--- src/hdl/hc2_pkg.sv ---
`timescale 1ns / 1ps

package hc2_pkg;

    localparam int unsigned LetterW = 5;
    localparam int unsigned CfgIdxW = 3;
    localparam int unsigned CfgDataW = 5;

    localparam logic [LetterW-1:0] NUM_LETTERS = 5'd26;
    localparam logic [LetterW-1:0] PAD_LETTER = 5'd25;

    localparam logic [CfgIdxW-1:0] CFG_KEY_R0C0 = 3'd0;
    localparam logic [CfgIdxW-1:0] CFG_KEY_R0C1 = 3'd1;
    localparam logic [CfgIdxW-1:0] CFG_KEY_R1C0 = 3'd2;
    localparam logic [CfgIdxW-1:0] CFG_KEY_R1C1 = 3'd3;
    localparam logic [CfgIdxW-1:0] CFG_DECRYPT = 3'd4;

    typedef struct packed {
        logic [LetterW-1:0] letter;
        logic               is_last;
    } t_in;

    typedef struct packed {
        logic [LetterW-1:0] first_letter;
        logic [LetterW-1:0] second_letter;
        logic               last_pair;
        logic               key_error;
        logic               odd_dropped;
    } t_out;

    // fold a 5-bit value into 0..25
    function automatic logic [LetterW-1:0] red26(input logic [LetterW-1:0] x);
        red26 = (x >= NUM_LETTERS) ? x - NUM_LETTERS : x;
    endfunction

    // full 10-bit product of two 5-bit values, widened to 11 bits
    function automatic logic [10:0] mul5x5(input logic [LetterW-1:0] a,
                                           input logic [LetterW-1:0] b);
        mul5x5 = {6'd0, a} * {6'd0, b};
    endfunction

    // x mod 26 for x up to 1250: quotient by reciprocal 2521/65536 is exact in that range
    function automatic logic [LetterW-1:0] mod26(input logic [10:0] x);
        logic [22:0] prod;
        logic [6:0]  quot;
        logic [10:0] rem;
        prod = {12'd0, x} * 23'd2521;
        quot = prod[22:16];
        rem  = x - ({4'd0, quot} * 11'd26);
        mod26 = rem[LetterW-1:0];
    endfunction

    // additive inverse mod 26 of a value already in 0..25
    function automatic logic [LetterW-1:0] neg26(input logic [LetterW-1:0] x);
        neg26 = (x == '0) ? '0 : NUM_LETTERS - x;
    endfunction

    // multiplicative inverse mod 26, zero where none exists
    function automatic logic [LetterW-1:0] inv26(input logic [LetterW-1:0] x);
        case (x)
            5'd1:    inv26 = 5'd1;
            5'd3:    inv26 = 5'd9;
            5'd5:    inv26 = 5'd21;
            5'd7:    inv26 = 5'd15;
            5'd9:    inv26 = 5'd3;
            5'd11:   inv26 = 5'd19;
            5'd15:   inv26 = 5'd7;
            5'd17:   inv26 = 5'd23;
            5'd19:   inv26 = 5'd11;
            5'd21:   inv26 = 5'd5;
            5'd23:   inv26 = 5'd17;
            5'd25:   inv26 = 5'd25;
            default: inv26 = 5'd0;
        endcase
    endfunction

endpackage

--- src/hdl/hill_cipher_2x2_mod26.sv ---
`timescale 1ns / 1ps

// 2x2 Hill cipher over letter indices 0..25. Letters enter one per cycle while not stalled and
// are paired in arrival order; each completed pair (or an unpaired final letter) yields one
// result. A three-stage register pipeline does the work: pairing and the key determinant
// inverse, then the working matrix (key or inverse key), then the two multiply-adds mod 26
// into the output register. Stages fill any gap, so input is held off only when all three
// hold results and the output is stalled. Key registers are read live as a pair moves
// through the stages, so write them only with no pair in flight; a held first letter may
// wait across a write.
module hill_cipher_2x2_mod26
    import hc2_pkg::*;
(
    input  logic                i_clk,
    input  logic                i_rst_n,
    input  logic                i_in_valid,
    output logic                o_in_stall,
    input  t_in                 i_in_data,
    output logic                o_out_valid,
    input  logic                i_out_stall,
    output t_out                o_out_data,
    input  logic                i_cfg_we,
    input  logic [CfgIdxW-1:0]  i_cfg_index,
    input  logic [CfgDataW-1:0] i_cfg_data
);

    logic [LetterW-1:0] r_key_a, r_key_b, r_key_c, r_key_d;
    logic               r_decrypt;
    logic [LetterW-1:0] r_held;
    logic               r_holding;

    logic [LetterW-1:0] key_a, key_b, key_c, key_d;
    logic [LetterW-1:0] prod_ad, prod_bc;
    logic [LetterW-1:0] n_det;
    logic               in_acc, emit;
    logic [LetterW-1:0] in_letter;
    logic               s1_free, s2_free, s3_free;

    // stage 1: pair and determinant inverse
    logic               r1_v;
    logic [LetterW-1:0] r1_p0, r1_p1, r1_inv;
    logic               r1_dec, r1_last, r1_drop;
    logic [LetterW-1:0] n1_p0, n1_p1;
    logic               n1_drop;

    // stage 2: working matrix
    logic               r2_v;
    logic [LetterW-1:0] r2_p0, r2_p1, r2_m00, r2_m01, r2_m10, r2_m11;
    logic               r2_kerr, r2_last, r2_drop;
    logic [LetterW-1:0] n2_m00, n2_m01, n2_m10, n2_m11;

    // stage 3: output register
    logic               r3_v;
    t_out               r3_out;
    logic [10:0]        n3_sum0, n3_sum1;

    assign key_a = red26(r_key_a);
    assign key_b = red26(r_key_b);
    assign key_c = red26(r_key_c);
    assign key_d = red26(r_key_d);

    assign s3_free = !r3_v || !i_out_stall;
    assign s2_free = !r2_v || s3_free;
    assign s1_free = !r1_v || s2_free;

    assign o_in_stall  = !s1_free;
    assign in_acc      = i_in_valid && s1_free;
    assign in_letter   = red26(i_in_data.letter);
    assign emit        = r_holding || i_in_data.is_last;
    assign o_out_valid = r3_v;
    assign o_out_data  = r3_out;

    always_ff @(posedge i_clk) begin
        if (!i_rst_n) begin
            r_key_a   <= 5'd1;
            r_key_b   <= 5'd0;
            r_key_c   <= 5'd0;
            r_key_d   <= 5'd1;
            r_decrypt <= 1'b0;
        end else if (i_cfg_we) begin
            case (i_cfg_index)
                CFG_KEY_R0C0: r_key_a <= i_cfg_data;
                CFG_KEY_R0C1: r_key_b <= i_cfg_data;
                CFG_KEY_R1C0: r_key_c <= i_cfg_data;
                CFG_KEY_R1C1: r_key_d <= i_cfg_data;
                CFG_DECRYPT:  r_decrypt <= i_cfg_data[0];
                default: ;
            endcase
        end
    end

    // pairing
    always_ff @(posedge i_clk) begin
        if (!i_rst_n) begin
            r_holding <= 1'b0;
            r_held    <= '0;
        end else if (in_acc) begin
            if (r_holding) begin
                r_holding <= 1'b0;
                r_held    <= '0;
            end else if (!i_in_data.is_last) begin
                r_holding <= 1'b1;
                r_held    <= in_letter;
            end
        end
    end

    always_comb begin
        prod_ad = mod26(mul5x5(key_a, key_d));
        prod_bc = mod26(mul5x5(key_b, key_c));
        n_det   = (prod_ad >= prod_bc) ? prod_ad - prod_bc : prod_ad + NUM_LETTERS - prod_bc;
        n1_drop = 1'b0;
        if (r_holding) begin
            n1_p0 = r_held;
            n1_p1 = in_letter;
        end else if (r_decrypt) begin
            // unpaired final letter in decrypt: drop it
            n1_p0   = '0;
            n1_p1   = '0;
            n1_drop = 1'b1;
        end else begin
            n1_p0 = in_letter;
            n1_p1 = PAD_LETTER;
        end
    end

    always_ff @(posedge i_clk) begin
        if (!i_rst_n) begin
            r1_v <= 1'b0;
        end else if (s1_free) begin
            r1_v <= in_acc && emit;
        end
    end

    always_ff @(posedge i_clk) begin
        if (s1_free) begin
            r1_p0   <= n1_p0;
            r1_p1   <= n1_p1;
            r1_inv  <= inv26(n_det);
            r1_dec  <= r_decrypt;
            r1_last <= i_in_data.is_last;
            r1_drop <= n1_drop;
        end
    end

    always_comb begin
        if (r1_dec) begin
            n2_m00 = mod26(mul5x5(key_d, r1_inv));
            n2_m01 = neg26(mod26(mul5x5(key_b, r1_inv)));
            n2_m10 = neg26(mod26(mul5x5(key_c, r1_inv)));
            n2_m11 = mod26(mul5x5(key_a, r1_inv));
        end else begin
            n2_m00 = key_a;
            n2_m01 = key_b;
            n2_m10 = key_c;
            n2_m11 = key_d;
        end
    end

    always_ff @(posedge i_clk) begin
        if (!i_rst_n) begin
            r2_v <= 1'b0;
        end else if (s2_free) begin
            r2_v <= r1_v;
        end
    end

    always_ff @(posedge i_clk) begin
        if (s2_free) begin
            r2_p0   <= r1_p0;
            r2_p1   <= r1_p1;
            r2_m00  <= n2_m00;
            r2_m01  <= n2_m01;
            r2_m10  <= n2_m10;
            r2_m11  <= n2_m11;
            r2_kerr <= (r1_inv == '0);
            r2_last <= r1_last;
            r2_drop <= r1_drop;
        end
    end

    assign n3_sum0 = mul5x5(r2_p0, r2_m00) + mul5x5(r2_p1, r2_m10);
    assign n3_sum1 = mul5x5(r2_p0, r2_m01) + mul5x5(r2_p1, r2_m11);

    always_ff @(posedge i_clk) begin
        if (!i_rst_n) begin
            r3_v <= 1'b0;
        end else if (s3_free) begin
            r3_v <= r2_v;
        end
    end

    always_ff @(posedge i_clk) begin
        if (s3_free) begin
            // singular key: zero the letters
            r3_out.first_letter  <= r2_kerr ? '0 : mod26(n3_sum0);
            r3_out.second_letter <= r2_kerr ? '0 : mod26(n3_sum1);
            r3_out.last_pair     <= r2_last;
            r3_out.key_error     <= r2_kerr;
            r3_out.odd_dropped   <= r2_drop;
        end
    end

    a_letters_in_range: assert property (@(posedge i_clk) disable iff (!i_rst_n)
        o_out_valid |-> (o_out_data.first_letter < NUM_LETTERS)
                     && (o_out_data.second_letter < NUM_LETTERS))
        else $error("result letter out of range");

    a_key_error_zero: assert property (@(posedge i_clk) disable iff (!i_rst_n)
        (o_out_valid && o_out_data.key_error) |->
            (o_out_data.first_letter == '0) && (o_out_data.second_letter == '0))
        else $error("singular key result carries letters");

    a_drop_is_last: assert property (@(posedge i_clk) disable iff (!i_rst_n)
        (o_out_valid && o_out_data.odd_dropped) |->
            o_out_data.last_pair && (o_out_data.first_letter == '0)
            && (o_out_data.second_letter == '0))
        else $error("dropped letter result malformed");

    a_hold_first: assert property (@(posedge i_clk) disable iff (!i_rst_n)
        (in_acc && !r_holding && !i_in_data.is_last) |=> r_holding)
        else $error("first letter of pair not held");

    a_pair_clears: assert property (@(posedge i_clk) disable iff (!i_rst_n)
        (in_acc && r_holding) |=> (!r_holding && r1_v))
        else $error("completed pair did not enter pipeline");

endmodule
--- config.mk ---
export PLATFORM = sky130hd
export DESIGN_NAME = hill_cipher_2x2_mod26
export DESIGN_NICKNAME = d
export VERILOG_FILES = /design/src/hdl/hc2_pkg.sv /design/src/hdl/hill_cipher_2x2_mod26.sv
export SDC_FILE = /design/constraint.sdc
export NUM_CORES = 2
export LEC_CHECK = 0
export ABC_AREA = 0
export BUFFER_PORTS_ARGS = -buffer_cell sky130_fd_sc_hd__buf_2
export CORE_ASPECT_RATIO = 0.9
export CORE_MARGIN = 2
export CORE_UTILIZATION = 40
export DETAILED_ROUTE_END_ITERATION = 6
export GPL_ROUTABILITY_DRIVEN = 0
export PLACE_DENSITY = 0.65
export SLEW_MARGIN = 25
export SYNTH_ARGS = -nofsm -noshare
export SYNTH_HDL_FRONTEND = slang
export SYNTH_SLANG_ARGS = --single-unit
--- constraint.sdc ---
create_clock -name i_clk -period 10.6 [get_ports i_clk]
set_input_delay 0 -clock i_clk [delete_from_list [all_inputs] [get_ports i_clk]]
set_output_delay 0 -clock i_clk [all_outputs]
set_load 0.02 [all_outputs]
Word-level counts from Yosys, hierarchy flattened --
Memory sizes are Yosys's and may differ from the RTL's. A register that Yosys moved wholly into a read port is not among the register bits. Cells that the tools add are included.
Word-level totals: register bits after elaboration 89, bits in read-only memories 160, input port bits 19, output and inout bits 15, memories 1
Cells by class: add/subtract/negate cells 20, $mul 26, $lt $le $gt $ge 6, equal/unequal tests 5, muxes and demuxes 21, reduce and logical (&&, ||, !) cells 21
Memories:
- (name not given) | words 32, width 5, rd ports 1, clocked after memory_dff 1, wr ports 0, RTL line hc2_pkg.sv:60 | case (x)
Operators with widths (number):
- 10-bit by 12-bit multiplier with 22-bit output, second input constant | 6
- 5-bit by 5-bit multiplier with 10-bit output | 10
- 5-bit 2-to-1 mux | 18
- 5-bit subtractor | 10
- 11-bit by 12-bit multiplier with 23-bit output, second input constant | 2
- 6-bit by 4-bit multiplier with 4-bit output, second input constant | 6
- 5-bit >= comparator, second input constant | 5
- 5-bit subtractor, second input constant | 5
- 10-bit by 10-bit adder with 11-bit output | 2
- 5-bit zero test | 3
- 7-bit by 4-bit multiplier with 4-bit output, second input constant | 2
- 2-bit AND reduction | 6
- 5-bit subtractor, first input constant | 2
- 3-bit by 2-bit == test with 1-bit output, second input constant | 2
- 5-bit adder, second input constant | 1
- 5-bit >= comparator | 1
- 1-bit zero test | 5
- 1-bit logical OR | 4
- 3-bit by 1-bit == test with 1-bit output, second input constant | 1
- 3-bit == test, second input constant | 1
- 3-bit zero test | 1
- 1-bit 2-to-1 mux | 3
- 1-bit logical AND | 2
- 2-bit by 1-bit != test with 1-bit output, second input constant | 1

Longest topological paths before layout --
depth in word-level cells 9, depth in mapped cells 53, depth with buffers taken out 53

Worst setup path before layout --
OpenSTA, ideal clock, no wires.
path type reg2reg, start point register r_key_a[1], end point register r1_inv[3], data pin, arrival time 11.256 ns, data required time 10.454 ns, path slack -0.802 ns, stages on the path, launching flop included 48, buffers on the path 0, cells stage by stage dfxtp_1 > inv_1 > ha_1 > o31ai_1 > nand2_1 > fa_1 > fa_1 > fa_1 > inv_1 > ha_1 > a21oi_1 > o21bai_1 > a21oi_1 > o21bai_1 > a21oi_1 > xor2_1 > fa_1 > xor2_1 > (+12 left out) > a21oi_1 > xnor2_1 > ha_1 > inv_1 > ha_1 > a21oi_1 > xnor2_1 > xnor3_2 > xnor2_4 > inv_1 > ha_1 > nand2_1 > o21bai_1 > mux2_2 > mux2i_2 > o21ai_1 > or3_1 > a21oi_1
Between the ends: cells in the longest elaborated chain, start to end 9
Ends and longest elaborated chain:
- from (decl) | RTL line hill_cipher_2x2_mod26.sv:27 | logic [LetterW-1:0] r_key_a, r_key_b, r_key_c, r_key_d;
- from (signal assigned) | RTL line hill_cipher_2x2_mod26.sv:82 | CFG_KEY_R0C0: r_key_a <= i_cfg_data;
- 5-bit subtractor / 5-bit >= comparator (equally long branches) | RTL line hc2_pkg.sv:33 | red26 = (x >= NUM_LETTERS) ? x - NUM_LETTERS : x;
- 5-bit 2-to-1 mux (*) | RTL line hc2_pkg.sv:33
- 5-bit by 5-bit multiplier with 10-bit output (*) | RTL line hc2_pkg.sv:39 | mul5x5 = {6'd0, a} * {6'd0, b};
- 10-bit by 12-bit multiplier with 22-bit output | RTL line hc2_pkg.sv:47 | prod = {12'd0, x} * 23'd2521;
- 6-bit by 4-bit multiplier with 4-bit output | RTL line hc2_pkg.sv:49 | rem = x - ({4'd0, quot} * 11'd26);
- 5-bit subtractor (*) | RTL line hc2_pkg.sv:49
- 5-bit adder | RTL line hill_cipher_2x2_mod26.sv:111 | n_det = (prod_ad >= prod_bc) ? prod_ad - prod_bc : prod_ad + NUM_LETTERS - prod_bc;
- 5-bit subtractor | RTL line hill_cipher_2x2_mod26.sv:111
- 5-bit 2-to-1 mux (*) | RTL line hill_cipher_2x2_mod26.sv:111
- to (decl) | RTL line hill_cipher_2x2_mod26.sv:41 | logic [LetterW-1:0] r1_p0, r1_p1, r1_inv;
Every way passes the cells marked *; elsewhere a longest branch is shown, timed or not. A chain may end at the register's enable or synchronous reset.

Final worst setup path --
start point register r_key_c[2], end point register r1_inv[4], data pin
Between the ends: cells in the longest elaborated chain, start to end 8
Ends and longest elaborated chain:
- from (decl) | RTL line hill_cipher_2x2_mod26.sv:27
- from (signal assigned) | RTL line hill_cipher_2x2_mod26.sv:84 | CFG_KEY_R1C0: r_key_c <= i_cfg_data;
- 5-bit subtractor / 5-bit >= comparator (equally long branches) | RTL line hc2_pkg.sv:33
- 5-bit 2-to-1 mux (*) | RTL line hc2_pkg.sv:33
- 5-bit by 5-bit multiplier with 10-bit output (*) | RTL line hc2_pkg.sv:39
- 10-bit by 12-bit multiplier with 22-bit output | RTL line hc2_pkg.sv:47
- 6-bit by 4-bit multiplier with 4-bit output | RTL line hc2_pkg.sv:49
- 5-bit subtractor (*) | RTL line hc2_pkg.sv:49
- 5-bit subtractor / 5-bit >= comparator (equally long branches) | RTL line hill_cipher_2x2_mod26.sv:111
- 5-bit 2-to-1 mux (*) | RTL line hill_cipher_2x2_mod26.sv:111
Marks and branches as above.

==> results by group <==
Worst setup path
  – R2R cell count: 48
  – Crit start category: flop
  – Worst R2R End: r1_inv[4]$_DFFE_PN_
  – Critical path capture point type: flop
  – Critical path fanouts, max: 4
  – Slowest Stage Delay on Critical Path: around 0.53 ns
  – Reg-to-reg slack, setup: 0.008 ns
  – Required time worst endpoint: about 11 ns
  – Slowest CP cell: fa_1
  – Crit path kind: flop to flop
  – CP arrival: 10.79 ns
  – Worst reg2reg startpoint: r_key_c[2]$_SDFFE_PN0P_
  – Critical Path Most Common Cell: ha_4

Clock network
  – Worst skew pair latency: 0.38 ns
  – CTS tree: done
  – Clk pin slew, worst setup/hold paths: 0.08 ns
  – CTS Sinks: 94
  – Clock buffer depth: 2
  – Total CTS buffers: 9
  – Root Buffer: clkbuf_16
  – H-tree depth: 3

Logic synthesis
  – Post-synth ARST share: 0%
  – Top cells by area, synth: ha_1 (31%), fa_1 (27%), inv_1 (10%)
  – Commonest cells post-synth: inv_1 (780), ha_1 (697), fa_1 (387)
  – Syn Area/Cell: 9.58 µm²
  – Syn nets: approximately 4100
  – Post-synthesis sequential area ratio: 8.83%
  – Post-Synthesis Cells: 2981
  – Yosys warns: 0
  – Area of the mapped netlist: roughly 29000 µm²
  – Number of synthesized flops with an enable pin: 64
  – Share of the synthesized area in the top cell type: between 30% and 40%
  – Cell accounting for the most synthesized area: ha_1
  – Ys flop type: edfxtp_1
  – Flops & latches, synth: between 90 and 100
  – Count of cell types in the netlist: 78
  – Top-count cell post-synth: inv_1

Min path
  – Min-Delay Path Class: primary input to flop
  – Hold path depth: 4
  – Worst hold start: i_cfg_index[2]
  – WHS Endpoint: r_decrypt$_SDFFE_PN0P_

Layout
  – Share of cells above drive strength 1: 16.1%
  – Register area: 2530 µm²
  – FILL cells: 6593
  – Multi-input logic area: 24100 µm²
  – N_diodes: 0
  – Nets@finish: around 4300
  – Syn-to-layout area delta: 15.1%

Floorplanning
  – Die Width: between 200 and 300 µm
  – Initial Utilization: roughly two fifths
  – Rows: 92
  – Num ports: 34
  – Die ar.: about 74000 µm²
  – Die height: 258 µm
  – Core Region: 70300 µm²

Power and ir drop
  – Pwr Density: 186 nW/µm²
  – Peak VDD IR: between 0.3 and 0.4 mV
  – Leakage power: 18.6 nW

Routing
  – Drc violations: 0
  – Initial DRC Count: 699
  – Drt pass-1 iters: 7
  – Routed len/inst: 13.7 µm
  – Vias: 19600
  – WL final: 57.0 mm
  – Vias per cell: 4.72
  – Post-route antenna net violation count: 0

Placement
  – Pre-CTS setup slack: -0.324 ns
  – Hpwl dp: 49.2 mm
  – Port Buffers: 33

Timing
  – Worst-margin pin slew: just under 0.9 ns
  – Part of the cycle the worst path needs: ~100%
  – Post-route minimum period: 10.59 ns
  – Worst Clk Skew: 0.0121 ns
  – Max-slew violation count: 0
  – Fin worst setup slack: 0.00779 ns
  – Final hold violation count: 0
  – Slew HR: 40.5%
  – Max Clock Freq: approximately 0.094 GHz
  – Worst hold margin: about 0.031 ns
  – RSZ-0062 raised after global routing: yes
  – Setup Viol. Count Final: 0

Global route
  – Vias in the first global route: between 20000 and 25000
  – First-pass GRT wire length: slightly below 100 mm
  – Total congestion overflow: 0
  – GRT Total Usage: 16.2%
  – Initial antenna violation count: 0
  – Largest net degree at the start of global routing: 35

Status
  – Status: complete, no violations

Job
  – Max cap viols: 0
sequential cells by signal, indices dropped and copies added, names as in the netlist, 5 cells and up:
signal / count
r2_p1: 5
r2_m11: 5
r_key_c: 5
o_out_data: 13
r_held: 5
r1_inv: 5
r_key_d: 5
r_key_a: 5
r2_m10: 5
r1_p1: 5
r1_p0: 5
r_key_b: 5
r2_m00: 5
r2_p0: 5
r2_m01: 5
layout by cell type, fill, tap and decap left out, types with 6 or more instances in the layout:
cell,instances
inv_1,742
ha_1,660
fa_1,386
buf_4,209
and2_1,132
nand2_1,126
xnor2_1,96
nor2_1,79
edfxtp_1,64
a21oi_1,63
a21o_1,52
a21oi_2,43
nor2b_1,37
inv_2,37
xor2_1,37
o21ai_0,33
buf_2,33
ha_4,30
o21bai_1,27
dfxtp_1,22
xnor2_2,20
mux2i_1,17
o21a_1,12
nand2b_1,11
nor3_1,9
clkbuf_16,9
o21ai_1,8
or2_2,8
nand3_1,8
o22ai_1,8
dlygate4sd3_1,8
dfxtp_2,8
o21ai_2,7
o31ai_4,7
a211oi_1,7
mux2_2,7
ha_2,7
a21oi_4,6
xor2_2,6
nor2_2,6
routing by layer:
| metal | track usage (%) | vias to the layer above | routed length [µm] |
|---|---|---|---|
| met5 | 1.41 | - | 152 |
| met4 | 3.01 | 2 | 950 |
| met3 | 2.46 | 43 | 2010 |
| met2 | 27.5 | 214 | 27300 |
| met1 | 21.8 | 9497 | 26600 |
| li1 | - | 9857 | - |
through the flow:
step / power, mW / area (µm²) / setup TNS [ns] / utilization [%] / std cells
final: 6.11 / 32900 / 0 / 46.8 / 4152
after global routing: 7.03 / 32900 / -2.72 / 46.8 / 4152
after CTS: 5.90 / 31800 / 0 / 45.2 / 4111
after detailed placement: 5.49 / 31100 / -0.742 / 44.3 / 4067
after global placement: 5.36 / 31100 / -0.105 / 44.3 / 4067
after floorplan: 4.27 / 28800 / 0 / - / 2981
worst max-delay path by stage:
| stage | start | endpoint | slack, ns | cells past startpoint |
|---|---|---|---|---|
| after global placement | r_key_a[2]$_SDFFE_PN0P_ | r1_inv[4]$_DFFE_PN_ | -0.09 | 49 |
| final | r_key_c[2]$_SDFFE_PN0P_ | r1_inv[4]$_DFFE_PN_ | 0.008 | 48 |
| after detailed placement | r_key_a[2]$_SDFFE_PN0P_ | r1_inv[4]$_DFFE_PN_ | -0.32 | 50 |
| after CTS | r_key_a[4]$_SDFFE_PN0P_ | r1_inv[4]$_DFFE_PN_ | 0.004 | 49 |
| after floorplan | r_key_c[2]$_SDFFE_PN0P_ | r1_inv[4]$_DFFE_PN_ | 0.008 | 47 |
| after global routing | r_key_c[1]$_SDFFE_PN0P_ | r1_inv[4]$_DFFE_PN_ | -0.47 | 48 |
cell type report:
cell class	count	area share, %
clock buffer	9	0.685
clock inverter	7	0.198
inverter	781	8.93
multi-input combinational	2066	73.2
sequential	94	7.70
tap	940	3.58
timing repair buffer	255	5.69
worst max-delay path, delay by kind of cell (launching register included):
kind	cells	cell delay, ns
AO/OA/AOI/OAI	14	2.38
flip-flops	1	0.34
adder cells (fa/ha/maj)	14	4.90
XOR/XNOR	6	1.00
buffers and inverters	6	0.38
AND/OR/NAND/NOR	6	1.04
multiplexers	2	0.37
logic make-up (layout without fill, tap and decap cells):
kind of cell / after synthesis / in the layout / synth area share (%)
fa+ha+maj: 1084 / 1084 / 57.6
buf+inv: 821 / 1052 / 10.8
simple gates: 454 / 454 / 8.12
compound gates: 334 / 334 / 7.93
xor+xnor: 167 / 167 / 5.59
flops: 94 / 94 / 8.83
mux: 27 / 27 / 1.03
report_power, final:
part	switching (mW)	internal (mW)
combinational	2.75	2.46
clock	0.165	0.165
sequential	0.0493	0.511
total	2.97	3.14
what timing repair did:
action / CTS / global route
endpoints found under the setup margin: 10 / 19
hold buffers: 8 / 0
resized for setup: 34 / 165
buffers inserted: 20 / 41
gates cloned: 0 / 0
hold endpoints to repair: 24 / 0
pin swaps: 55 / 163
Power figures use the tool's default switching activity.
